### src/rtl/opw_pkg.sv
// Shared types and constants of the OpenPGP packet walker.
`default_nettype none

package opw_pkg;

  // Width of the internal packet counter; it saturates at all ones.
  localparam int unsigned COUNT_WIDTH = 32;

  localparam int unsigned LEN_STORE_DEPTH = 5;

  // First length octet thresholds of the new packet format.
  localparam logic [7:0] OCT_TWO_LO  = 8'd192;
  localparam logic [7:0] OCT_PART_LO = 8'd224;
  localparam logic [7:0] OCT_FIVE    = 8'd255;

  // Old-format length type that marks an indeterminate length.
  localparam logic [1:0] OLD_LEN_INDET = 2'd3;

  typedef enum logic [3:0] {
    PH_TAG  = 4'b0001,
    PH_LEN  = 4'b0010,
    PH_BODY = 4'b0100,
    PH_REST = 4'b1000
  } phase_e;

  typedef enum logic [2:0] {
    ROLE_TAG     = 3'd0,
    ROLE_LEN     = 3'd1,
    ROLE_BODY    = 3'd2,
    ROLE_REST    = 3'd3,
    ROLE_IGNORED = 3'd4
  } role_e;

  typedef struct packed {
    role_e       byte_role;
    logic [5:0]  packet_tag;
    logic        error_flag;
    logic        stream_complete;
    logic [31:0] packets_seen;
    logic [5:0]  opening_tag;
    logic [31:0] body_left;
    logic        end_marker;
  } result_t;

endpackage

`default_nettype wire

### src/rtl/opw_if.sv
// Handshake interfaces for the byte stream and the per-byte status.
`default_nettype none

interface opw_byte_if;
  logic       valid;
  logic       ready;
  logic [7:0] data_byte;
  logic       last_of_stream;

  modport source (output valid, output data_byte, output last_of_stream, input ready);
  modport sink (input valid, input data_byte, input last_of_stream, output ready);
endinterface

interface opw_result_if;
  logic        valid;
  logic        ready;
  logic [2:0]  byte_role;
  logic [5:0]  packet_tag;
  logic        error_flag;
  logic        stream_complete;
  logic [31:0] packets_seen;
  logic [5:0]  opening_tag;
  logic [31:0] body_left;
  logic        end_marker;

  modport source (output valid, output byte_role, output packet_tag, output error_flag,
                  output stream_complete, output packets_seen, output opening_tag,
                  output body_left, output end_marker, input ready);
  modport sink (input valid, input byte_role, input packet_tag, input error_flag,
                input stream_complete, input packets_seen, input opening_tag,
                input body_left, input end_marker, output ready);
endinterface

`default_nettype wire

### src/rtl/opw_core.sv
// Walker state and the per-byte header decode.
`default_nettype none

module opw_core
  import opw_pkg::*;
(
  input  wire logic       clk_i,
  input  wire logic       rst_ni,
  input  wire logic       step_i,
  input  wire logic [7:0] data_byte_i,
  input  wire logic       last_i,
  output result_t         res_o
);

  phase_e                 phase_q, phase_d;
  logic                   nf_q, nf_d;
  logic                   part_q, part_d;
  logic [2:0]             collected_q, collected_d;
  logic [2:0]             needed_q, needed_d;
  logic [31:0]            chunk_q, chunk_d;
  logic [COUNT_WIDTH-1:0] cnt_q, cnt_d;
  logic [5:0]             first_tag_q, first_tag_d;
  logic                   error_q, error_d;

  logic [7:0]  len_q [LEN_STORE_DEPTH];
  logic        store_we;

  logic [7:0]  oct [LEN_STORE_DEPTH];
  logic [31:0] len_new;
  logic        part_new;
  logic [2:0]  needed_new;
  logic [2:0]  collected_inc;
  logic [31:0] chunk_dec;
  logic [5:0]  tag;
  logic        nf_byte;
  logic [63:0] cnt_wide;

  // Length octets as they stand once the current byte is stored.
  always_comb begin
    for (int i = 0; i < LEN_STORE_DEPTH; i++) begin
      oct[i] = (3'(i) == collected_q) ? data_byte_i : len_q[i];
    end
  end

  always_comb begin
    part_new = 1'b0;
    if (nf_q) begin
      if (oct[0] < OCT_TWO_LO) begin
        len_new = {24'd0, oct[0]};
      end else if (oct[0] < OCT_PART_LO) begin
        len_new = {16'd0, oct[0] - OCT_TWO_LO, 8'd0} + {24'd0, oct[1]} + 32'd192;
      end else if (oct[0] == OCT_FIVE) begin
        len_new = {oct[1], oct[2], oct[3], oct[4]};
      end else begin
        len_new  = 32'd1 << oct[0][4:0];
        part_new = 1'b1;
      end
    end else begin
      case (needed_q)
        3'd1:    len_new = {24'd0, oct[0]};
        3'd2:    len_new = {16'd0, oct[0], oct[1]};
        default: len_new = {oct[0], oct[1], oct[2], oct[3]};
      endcase
    end
  end

  assign collected_inc = collected_q + 3'd1;
  assign chunk_dec     = (chunk_q != 32'd0) ? chunk_q - 32'd1 : chunk_q;
  assign nf_byte       = data_byte_i[6];
  assign tag           = nf_byte ? data_byte_i[5:0] : {2'b00, data_byte_i[5:2]};

  always_comb begin
    if (data_byte_i < OCT_TWO_LO || (data_byte_i >= OCT_PART_LO && data_byte_i < OCT_FIVE)) begin
      needed_new = 3'd1;
    end else if (data_byte_i < OCT_PART_LO) begin
      needed_new = 3'd2;
    end else begin
      needed_new = 3'd5;
    end
  end

  always_comb begin
    phase_d     = phase_q;
    nf_d        = nf_q;
    part_d      = part_q;
    collected_d = collected_q;
    needed_d    = needed_q;
    chunk_d     = chunk_q;
    cnt_d       = cnt_q;
    first_tag_d = first_tag_q;
    error_d     = error_q;
    store_we    = 1'b0;
    res_o       = '0;
    res_o.byte_role = ROLE_IGNORED;

    if (!error_q) begin
      unique case (phase_q)
        PH_REST: res_o.byte_role = ROLE_REST;
        PH_BODY: begin
          res_o.byte_role = ROLE_BODY;
          chunk_d = chunk_dec;
          if (chunk_dec == 32'd0) begin
            if (part_q) begin
              phase_d     = PH_LEN;
              collected_d = 3'd0;
              needed_d    = 3'd0;
            end else begin
              phase_d = PH_TAG;
            end
          end
        end
        PH_TAG: begin
          res_o.byte_role = ROLE_TAG;
          if (!data_byte_i[7]) begin
            error_d = 1'b1;
          end else begin
            nf_d = nf_byte;
            if (tag == 6'd0) begin
              error_d = 1'b1;
            end else begin
              res_o.packet_tag = tag;
              if (cnt_q == '0) first_tag_d = tag;
              if (cnt_q != '1) cnt_d = cnt_q + COUNT_WIDTH'(1);
              collected_d = 3'd0;
              part_d      = 1'b0;
              if (nf_byte) begin
                needed_d = 3'd0;
                phase_d  = PH_LEN;
              end else if (data_byte_i[1:0] == OLD_LEN_INDET) begin
                phase_d = PH_REST;
              end else begin
                needed_d = 3'd1 << data_byte_i[1:0];
                phase_d  = PH_LEN;
              end
            end
          end
        end
        PH_LEN: begin
          res_o.byte_role = ROLE_LEN;
          if (collected_q >= 3'(LEN_STORE_DEPTH)) begin
            error_d = 1'b1;
          end else begin
            store_we    = 1'b1;
            collected_d = collected_inc;
            if (nf_q && collected_q == 3'd0) needed_d = needed_new;
            if (collected_inc == needed_d) begin
              part_d  = part_new;
              chunk_d = len_new;
              phase_d = (len_new != 32'd0) ? PH_BODY : PH_TAG;
            end
          end
        end
        default: error_d = 1'b1;
      endcase
    end

    cnt_wide = 64'(cnt_d);
    res_o.error_flag       = error_d;
    res_o.stream_complete  = last_i && !error_d && (cnt_d != '0) &&
                             (phase_d == PH_TAG || phase_d == PH_REST);
    res_o.packets_seen     = (cnt_wide > 64'h0000_0000_FFFF_FFFF) ? 32'hFFFF_FFFF
                                                                    : cnt_wide[31:0];
    res_o.opening_tag      = first_tag_d;
    res_o.body_left        = chunk_d;
    res_o.end_marker       = last_i;

    // The last byte of a stream re-arms the walker.
    if (last_i) begin
      phase_d     = PH_TAG;
      nf_d        = 1'b0;
      part_d      = 1'b0;
      collected_d = 3'd0;
      needed_d    = 3'd0;
      chunk_d     = 32'd0;
      cnt_d       = '0;
      first_tag_d = 6'd0;
      error_d     = 1'b0;
    end
  end

  always_ff @(posedge clk_i or negedge rst_ni) begin
    if (!rst_ni) begin
      phase_q     <= PH_TAG;
      nf_q        <= 1'b0;
      part_q      <= 1'b0;
      collected_q <= 3'd0;
      needed_q    <= 3'd0;
      chunk_q     <= 32'd0;
      cnt_q       <= '0;
      first_tag_q <= 6'd0;
      error_q     <= 1'b0;
    end else if (step_i) begin
      phase_q     <= phase_d;
      nf_q        <= nf_d;
      part_q      <= part_d;
      collected_q <= collected_d;
      needed_q    <= needed_d;
      chunk_q     <= chunk_d;
      cnt_q       <= cnt_d;
      first_tag_q <= first_tag_d;
      error_q     <= error_d;
    end
  end

  always_ff @(posedge clk_i) begin
    if (step_i && store_we) begin
      len_q[collected_q] <= data_byte_i;
    end
  end

  // The error holds until a last byte re-arms the walker.
  a_error_sticky: assert property (@(posedge clk_i) disable iff (!rst_ni)
    (error_q && !(step_i && last_i)) |=> error_q)
    else $error("error flag cleared without end of stream");

  // The packet count only grows within a stream.
  a_count_grows: assert property (@(posedge clk_i) disable iff (!rst_ni)
    (step_i && !last_i) |=> (cnt_q >= $past(cnt_q)))
    else $error("packet count went down within a stream");

  // A first tag is recorded exactly when a packet has been counted.
  a_first_tag: assert property (@(posedge clk_i) disable iff (!rst_ni)
    (cnt_q != '0) == (first_tag_q != 6'd0))
    else $error("first tag and packet count disagree");

  a_collected_range: assert property (@(posedge clk_i) disable iff (!rst_ni)
    collected_q <= 3'(LEN_STORE_DEPTH))
    else $error("length octet count out of range");

endmodule

`default_nettype wire

### src/rtl/openpgp_packet_walker.sv
// Top level of the OpenPGP packet walker: byte intake, decode and status buffer.
//
//   Channel   Modport  Moves per request
//   byte_in_i sink     data_byte, last_of_stream
//   result_o  source   byte_role, packet_tag, error_flag, stream_complete,
//                      packets_seen, opening_tag, body_left, end_marker
//
// Each accepted byte is decoded in the cycle it is accepted and its status is
// registered. While result_o takes statuses, the block sustains one byte per
// cycle. A two-entry status buffer (output register plus skid register) lets a
// byte be taken while an earlier status still waits, so ready only falls once
// both entries are full. Reset (rst_ni low) clears the walker and empties the buffer.
`default_nettype none

module openpgp_packet_walker
  import opw_pkg::*;
(
  input  wire logic   clk_i,
  input  wire logic   rst_ni,
  opw_byte_if.sink    byte_in_i,
  opw_result_if.source result_o
);

  logic    step;
  logic    pop;
  result_t res;

  result_t out_q, out_d;
  result_t skid_q, skid_d;
  logic    out_valid_q, out_valid_d;
  logic    skid_valid_q, skid_valid_d;

  // A new byte is taken whenever the skid register is free.
  assign byte_in_i.ready = !skid_valid_q;
  assign step = byte_in_i.valid && byte_in_i.ready;
  assign pop  = out_valid_q && result_o.ready;

  opw_core u_core (
    .clk_i       (clk_i),
    .rst_ni      (rst_ni),
    .step_i      (step),
    .data_byte_i (byte_in_i.data_byte),
    .last_i      (byte_in_i.last_of_stream),
    .res_o       (res)
  );

  // Status buffer: the output register always holds the oldest status.
  always_comb begin
    out_d        = out_q;
    skid_d       = skid_q;
    out_valid_d  = out_valid_q;
    skid_valid_d = skid_valid_q;
    if (pop) begin
      if (skid_valid_q) begin
        out_d        = skid_q;
        skid_valid_d = 1'b0;
      end else if (step) begin
        out_d = res;
      end else begin
        out_valid_d = 1'b0;
      end
    end else if (step) begin
      if (out_valid_q) begin
        skid_d       = res;
        skid_valid_d = 1'b1;
      end else begin
        out_d       = res;
        out_valid_d = 1'b1;
      end
    end
  end

  always_ff @(posedge clk_i or negedge rst_ni) begin
    if (!rst_ni) begin
      out_valid_q  <= 1'b0;
      skid_valid_q <= 1'b0;
    end else begin
      out_valid_q  <= out_valid_d;
      skid_valid_q <= skid_valid_d;
    end
  end

  always_ff @(posedge clk_i) begin
    out_q  <= out_d;
    skid_q <= skid_d;
  end

  assign result_o.valid           = out_valid_q;
  assign result_o.byte_role       = out_q.byte_role;
  assign result_o.packet_tag      = out_q.packet_tag;
  assign result_o.error_flag      = out_q.error_flag;
  assign result_o.stream_complete = out_q.stream_complete;
  assign result_o.packets_seen    = out_q.packets_seen;
  assign result_o.opening_tag     = out_q.opening_tag;
  assign result_o.body_left       = out_q.body_left;
  assign result_o.end_marker      = out_q.end_marker;

  // The skid register is only filled behind a waiting output register.
  a_skid_behind_out: assert property (@(posedge clk_i) disable iff (!rst_ni)
    skid_valid_q |-> out_valid_q)
    else $error("skid entry without an output entry");

  // An accepted byte always produces a status in the next cycle.
  a_step_fills: assert property (@(posedge clk_i) disable iff (!rst_ni)
    step |=> out_valid_q)
    else $error("accepted byte left no status");

  // A waiting status holds still until it is taken.
  a_out_holds: assert property (@(posedge clk_i) disable iff (!rst_ni)
    (out_valid_q && !result_o.ready) |=> (out_valid_q && $stable(out_q)))
    else $error("waiting status changed before it was taken");

endmodule

`default_nettype wire
### src/flat_wrapper.sv
// flat-port wrapper written by rule: the top's interface ports become plain ports
module openpgp_packet_walker_flat import opw_pkg::*;
  (clk_i, rst_ni, byte_in_i_valid, byte_in_i_data_byte, byte_in_i_last_of_stream, byte_in_i_ready, result_o_valid, result_o_byte_role, result_o_packet_tag, result_o_error_flag, result_o_stream_complete, result_o_packets_seen, result_o_opening_tag, result_o_body_left, result_o_end_marker, result_o_ready);
  opw_byte_if byte_in_i_i ();
  opw_result_if result_o_i ();
  input  wire logic clk_i;
  input  wire logic rst_ni;
  input wire logic [$bits(byte_in_i_i.valid)-1:0] byte_in_i_valid;
  input wire logic [$bits(byte_in_i_i.data_byte)-1:0] byte_in_i_data_byte;
  input wire logic [$bits(byte_in_i_i.last_of_stream)-1:0] byte_in_i_last_of_stream;
  output wire logic [$bits(byte_in_i_i.ready)-1:0] byte_in_i_ready;
  output wire logic [$bits(result_o_i.valid)-1:0] result_o_valid;
  output wire logic [$bits(result_o_i.byte_role)-1:0] result_o_byte_role;
  output wire logic [$bits(result_o_i.packet_tag)-1:0] result_o_packet_tag;
  output wire logic [$bits(result_o_i.error_flag)-1:0] result_o_error_flag;
  output wire logic [$bits(result_o_i.stream_complete)-1:0] result_o_stream_complete;
  output wire logic [$bits(result_o_i.packets_seen)-1:0] result_o_packets_seen;
  output wire logic [$bits(result_o_i.opening_tag)-1:0] result_o_opening_tag;
  output wire logic [$bits(result_o_i.body_left)-1:0] result_o_body_left;
  output wire logic [$bits(result_o_i.end_marker)-1:0] result_o_end_marker;
  input wire logic [$bits(result_o_i.ready)-1:0] result_o_ready;
  assign byte_in_i_i.valid = byte_in_i_valid;
  assign byte_in_i_i.data_byte = byte_in_i_data_byte;
  assign byte_in_i_i.last_of_stream = byte_in_i_last_of_stream;
  assign byte_in_i_ready = byte_in_i_i.ready;
  assign result_o_valid = result_o_i.valid;
  assign result_o_byte_role = result_o_i.byte_role;
  assign result_o_packet_tag = result_o_i.packet_tag;
  assign result_o_error_flag = result_o_i.error_flag;
  assign result_o_stream_complete = result_o_i.stream_complete;
  assign result_o_packets_seen = result_o_i.packets_seen;
  assign result_o_opening_tag = result_o_i.opening_tag;
  assign result_o_body_left = result_o_i.body_left;
  assign result_o_end_marker = result_o_i.end_marker;
  assign result_o_i.ready = result_o_ready;
  openpgp_packet_walker u_core (.clk_i(clk_i), .rst_ni(rst_ni), .byte_in_i(byte_in_i_i), .result_o(result_o_i));
endmodule
### config.mk
export PLATFORM = sky130hd
export DESIGN_NAME = openpgp_packet_walker_flat
export DESIGN_NICKNAME = d
export VERILOG_FILES = /design/src/rtl/opw_pkg.sv /design/src/rtl/opw_if.sv /design/src/rtl/opw_core.sv /design/src/rtl/openpgp_packet_walker.sv /design/src/flat_wrapper.sv
export SDC_FILE = /design/constraint.sdc
export NUM_CORES = 1
export LEC_CHECK = 0
export BUFFER_PORTS_ARGS = -buffer_cell sky130_fd_sc_hd__buf_2
export CORE_ASPECT_RATIO = 1.2
export CORE_MARGIN = 2
export CORE_UTILIZATION = 45
export CTS_CLUSTER_SIZE = 30
export DETAILED_ROUTE_END_ITERATION = 16
export MAX_ROUTING_LAYER = met4
export PLACE_DENSITY = 0.69
export SLEW_MARGIN = 20
export SYNTH_ARGS = -nofsm -noshare
export SYNTH_HDL_FRONTEND = slang
export SYNTH_SLANG_ARGS = --single-unit
export TNS_END_PERCENT = 100
### constraint.sdc
create_clock -name clk_i -period 11.8 [get_ports clk_i]
set_input_delay 2.36 -clock clk_i [delete_from_list [all_inputs] [get_ports clk_i]]
set_output_delay 2.36 -clock clk_i [all_outputs]
set_load 0.05 [all_outputs]
==> After elaboration in Yosys (flattened, before gate mapping) <==
Memories as Yosys holds them, arrays and structs flattened.
Cells that the tools add are included.
{ "totals": {"n_memories": 1, "elab_cells": 212, "mem_bits_rw": 40, "inputBits": 13, "reg_bits": 249} }
{ "op_classes": {"n_mux": 106, "eq_ne": 27, "n_bitwise": 1, "reduce_logical": 35, "shifts": 2, "n_lt_le_gt_ge": 7, "n_addsub": 6} }
{ "memory_table": {"columns": ["name", "depth", "width", "read_ports", "rd_ports_with_merged_regs", "wr", "line_no", "rtl"], "rows": [
  ["u_core.u_core.len_q", 5, 8, 5, 0, 1, "opw_core.sv:25", "logic [7:0] len_q [LEN_STORE_DEPTH];"]
]} }
{ "op_table": {"columns": ["cell", "count"], "rows": [
  ["2-to-1 mux 32 bit", 15],
  ["2-to-1 mux 82 bit", 5],
  ["one-hot mux 32 bit (2 select lines)", 2],
  ["nonzero test 32 bit", 3],
  ["zero test 32 bit", 2],
  ["2-to-1 mux 3 bit", 21],
  ["2-to-1 mux 6 bit", 10],
  ["< comparator 8 bit, second input constant", 5],
  ["2-to-1 mux 8 bit", 5],
  ["2-to-1 mux 4 bit", 9],
  ["adder 32 x 1 -> 32 bit, second input constant", 1],
  ["!= test 32 bit, second input constant", 1],
  ["left shift 1 x 5 -> 32 bit, first input constant", 1],
  ["subtractor 32 x 1 -> 32 bit, second input constant", 1],
  ["2-to-1 mux 1 bit", 31],
  ["adder 17 x 8 -> 18 bit, second input constant", 1],
  ["!= test 3 bit, second input constant", 6],
  ["one-hot mux 3 bit (3 select lines)", 2],
  ["adder 16 x 8 -> 17 bit", 1],
  ["one-hot mux 3 bit (4 select lines)", 1],
  ["one-hot mux 4 bit (3 select lines)", 1],
  ["nonzero test 2 bit", 5],
  ["2-to-1 mux 9 bit", 1],
  ["AND reduction 3 bit", 3],
  ["37 further kinds", 51]
]} }

==> Longest topological paths before layout <==
{ "logic_depth": {"depth_word": 20, "ltp_mapped": 18} }

==> Cells and area by module <==
Synthesis repeated with hierarchy kept, for this count alone.
{ "unflattened": {"hier_cells": 1458, "hier_area_um2": 16191.8} }
{ "modules_own_cells": {"columns": ["module", "area_each_um2", "seq_area_each_um2", "n_inst", "cells_per_inst"], "rows": [
  ["opw_core", 10105.9, 3279.4, 1, 1190],
  ["openpgp_packet_walker", 6085.8, 4974.8, 1, 268]
]} }

==> Worst setup path before layout <==
OpenSTA, ideal clock, no wires.
{ "synth_timing": {"path_type": "input -> register", "start": "input port byte_in_i_valid", "end": "register u_core.out_q, in the netlist u_core.result_o.body_left[0] (enable)", "path_slack_ns": 4.314, "t_required_ns": 11.250, "arrival_time_ns": 6.936, "n_path_buf": 1, "path_stages": 4, "cell_sequence": "nor2b_1 > clkbuf_1 > a21oi_1 > a21oi_1"} }
{ "synth_between": {"elab_chain_cells": 3, "word_cells_on_any_way": 4, "cone_classes": "4 x reduce/logical"} }
{ "synth_lines": {"columns": ["element", "line_no", "rtl"], "rows": [
  ["start, declared", "flat_wrapper.sv:8", "input wire logic [$bits(byte_in_i_i.valid)-1:0] byte_in_i_valid;"],
  ["logical AND 1 bit (*)", "openpgp_packet_walker.sv:35", "assign step = byte_in_i.valid && byte_in_i.ready;"],
  ["nonzero test 2 bit (no source line)", null, null],
  ["AND reduction 3 bit (no source line) (*)", null, null],
  ["end signal, assigned", "openpgp_packet_walker.sv:84", "out_q <= out_d;"],
  ["end, declared", "openpgp_packet_walker.sv:28", "result_t out_q, out_d;"]
]} }
Every way passes the cells marked *; elsewhere a longest branch is shown, timed or not.
A chain may end at the register's enable or synchronous reset.

==> reports/qor.txt <==
Starting Density: 0.457
die height: 216 microns
core area: 36,900 sq um
placed cells: 2,153
WS Path Type: in2reg
cell repeated most along the worst path: or4_1
Avg Cell Area, Syn: 9.93 sq um
Worst-Margin Slew: 1020 ps
Yosys top cell area share: 0.363
antenna violations before repair: 1
clk_skew: 21.3 ps
FF-to-FF path depth: 14
Data arrival, critical path: 6540 ps
via count: 14,200
RSZ-0062 raised after global routing: no
Yosys Warn Count: 0
Setup WS post-layout: 5660 ps
final hold violations: 0
setup tns final: 0 ps
hpwl dp: 40,100 microns
P_leak: 7.41 nW
I/O pins: 97
flop2flop setup slack: 6060 ps
worst-case vdd ir drop: 0.190 mV
largest net degree at the start of global routing: 89
post-route insts no fill: 2,210
synthesized area: 16,900 sq um
vias in the first global route: 13,500
WP data required: 12,200 ps
Rel. slew slack: 0.300
global placement routability congestion: 0.956
period utilisation layout: 0.520
Post-CTS Hold Fix Bufs: 0
Yosys top cell by area: edfxtp_1
global-route wire length before repair: 85,600 microns
Max stage delay on crit path: 780 ps
Hold Crit Class: reg2reg
Total GRT Usage: 0.292
CP Launch Type: input port
Port Buffer Count: 96
count of final max-slew check failures: 0
reg2reg end: u_core.result_o.stream_complete
total gr overflow: 0
wire per inst: 25.5 microns
Syn Nets: 1,721
achievable frequency: 163 MHz
Seq cells post-synth: 289
multi-input logic area: 7920 sq um
CP cell instances: buf_2 -> mux2i_1 -> inv_1 -> ha_1 -> and2_1 -> a32oi_1 -> o32ai_1 -> or4_1 -> or4_1 -> o211a_1 -> o31ai_2
most common cell after layout, fill and taps aside: edfxtp_1
row count: 77
die area: 39,000 sq um
Netlist cell types: 91
CTS clk-pin slew, worst paths: 70 ps
outcome: completed
Hold Crit Depth: 2
WHS Endpoint: u_core.u_core.first_tag_q[2]
Vias/cell: 6.43
Post-Route WL: 56,300 microns
Cells after Synth: 1,698
Pwr Density: 224 nW/um^2
antenna-violating nets left: 0
CTS tree: built
register area: 8250 sq um
sequential area share after synthesis: 0.490
Iter 0 DRT Violations: 1,618
commonest register cell after synthesis: edfxtp_1
asr flop ratio synth: 0.294
Final setup viols: 0
P&R area growth vs syn: 10.7%
Synth area leaders: edfxtp_1 (36%), dfrtp_1 (12%), mux2_2 (4.0%)
H-tree depth: 1
Setup WS pre-CTS: 5120 ps
Resize count post-CTS: 0
min cycle time layout: 6140 ps
reg2reg start: u_core.u_core.collected_q[0]
Filler Cell Count: 3,358
fin nets: 1,734
clock buffer depth: 3
Die Span X: 181 microns
hold_sp: u_core.u_core.first_tag_q[2]
Post-synth EDFFs: 204
CTS buffer count: 30
setup bufs post-CTS: 0
drt first pass iters: 6
share of cells above drive strength 1: 0.153
CTS Root Cell: clkbuf_16
critical path endpoint category: register
maxcap violations: 0
clk sinks: 289
CP max FO: 25
most frequent cells in the layout: edfxtp_1 (204), nor2_1 (167), nand2_1 (145)
critical path's slowest cell: a32oi_1
Clock Latency Late Sink: 570 ps
# DRC: 0
-- final cells by class --
class | count | area share
flip-flops and latches | 289 | 0.442
clock inverters | 21 | 0.0132
well taps | 474 | 0.0318
repair buffers | 116 | 0.0352
inverters | 48 | 0.00966
multi-input cells | 1226 | 0.425
clock buffers | 35 | 0.0429
diodes | 1 | 0.000134
-- worst max-delay path: cells and delay by family --
family	cells	cell delay [ps]
and+or+nand+nor	3	1470
muxes	1	480
AOI/OAI and AO/OA	4	1480
adders and majority gates	1	390
buffers and inverters	2	340
-- routing by layer --
| metal | vias up | wire [microns] | track usage |
|---|---|---|---|
| li1 | 6414 | - | - |
| met2 | 625 | 26700 | 0.465 |
| met5 | - | 0 | - |
| met3 | 127 | 3480 | 0.0359 |
| met1 | 7045 | 23700 | 0.385 |
| met4 | 0 | 2380 | 0.108 |
-- how the worst max path moves through the flow --
| stage | slack, ps | depth (start not counted) | start | endpoint |
|---|---|---|---|---|
| 6_report | 5660 | 11 | byte_in_i_data_byte[6] | u_core.result_o.stream_complete |
| 3_3_place_gp | 5210 | 11 | byte_in_i_data_byte[6] | u_core.result_o.stream_complete |
| 5_1_grt | 5380 | 11 | byte_in_i_data_byte[6] | u_core.result_o.stream_complete |
| 4_1_cts | 5690 | 11 | byte_in_i_data_byte[6] | u_core.result_o.stream_complete |
| 2_1_floorplan | 4310 | 4 | byte_in_i_valid | u_core.result_o.body_left[0] |
| 3_5_place_dp | 5120 | 11 | byte_in_i_data_byte[6] | u_core.result_o.stream_complete |
-- per-stage QoR --
stage | power (W) | cell area, sq um | utilization | hold slack [ps]
after floorplan | 0.00266 | 16900 | - | 449
after global placement | 0.00314 | 17600 | 0.476 | 466
after detailed placement | 0.00317 | 17600 | 0.477 | 471
after CTS | 0.00418 | 18700 | 0.505 | 485
after global routing | 0.00435 | 18700 | 0.506 | 517
final | 0.00418 | 18700 | 0.506 | 486
-- cell usage after synthesis (24+ instances only) --
library cell  count
clkbuf_1        110
nor4_1           24
xnor2_1          28
nand2_1         146
o21ai_0         120
a21oi_1          77
and3_1           29
nand4_1          34
o22ai_1          31
mux2_2           60
nor3_1           60
a22o_1           39
mux2i_1          58
dfrtp_1          84
edfxtp_1        204
inv_1            48
nand3_1          34
nor2_1          168
-- state kept, by name, indices dropped and copies added (netlist names), 3 cells and up --
register and count:
u_core.result_o.body_left 32, u_core.result_o.byte_role 3, u_core.result_o.opening_tag 6, u_core.result_o.packet_tag 6, u_core.result_o.packets_seen 32, u_core.skid_q 82
u_core.u_core.chunk_q 32, u_core.u_core.cnt_q 32, u_core.u_core.collected_q 3, u_core.u_core.first_tag_q 6, u_core.u_core.len_q 40, u_core.u_core.needed_q 3
u_core.u_core.phase_q 4
-- power by group --
| group | leakage [nW] | internal [W] | switching, W | total [W] |
|---|---|---|---|---|
| Clock | 0.505 | 0.000597 | 0.000416 | 0.00101 |
| Sequential | 3.11 | 0.00133 | 0.0000854 | 0.00142 |
| Combinational | 3.79 | 0.000449 | 0.00130 | 0.00175 |
| Total | 7.41 | 0.00238 | 0.00180 | 0.00418 |
-- cell families after synthesis --
family          after synthesis  synth area share
flops                       289             0.490
compound gates              423             0.167
mux                         118            0.0745
xor+xnor                     49            0.0255
fa+ha+maj                    10           0.00742
simple gates                626             0.192
buf+inv                     183            0.0436
No activity file was read; power rests on OpenSTA's default activity.
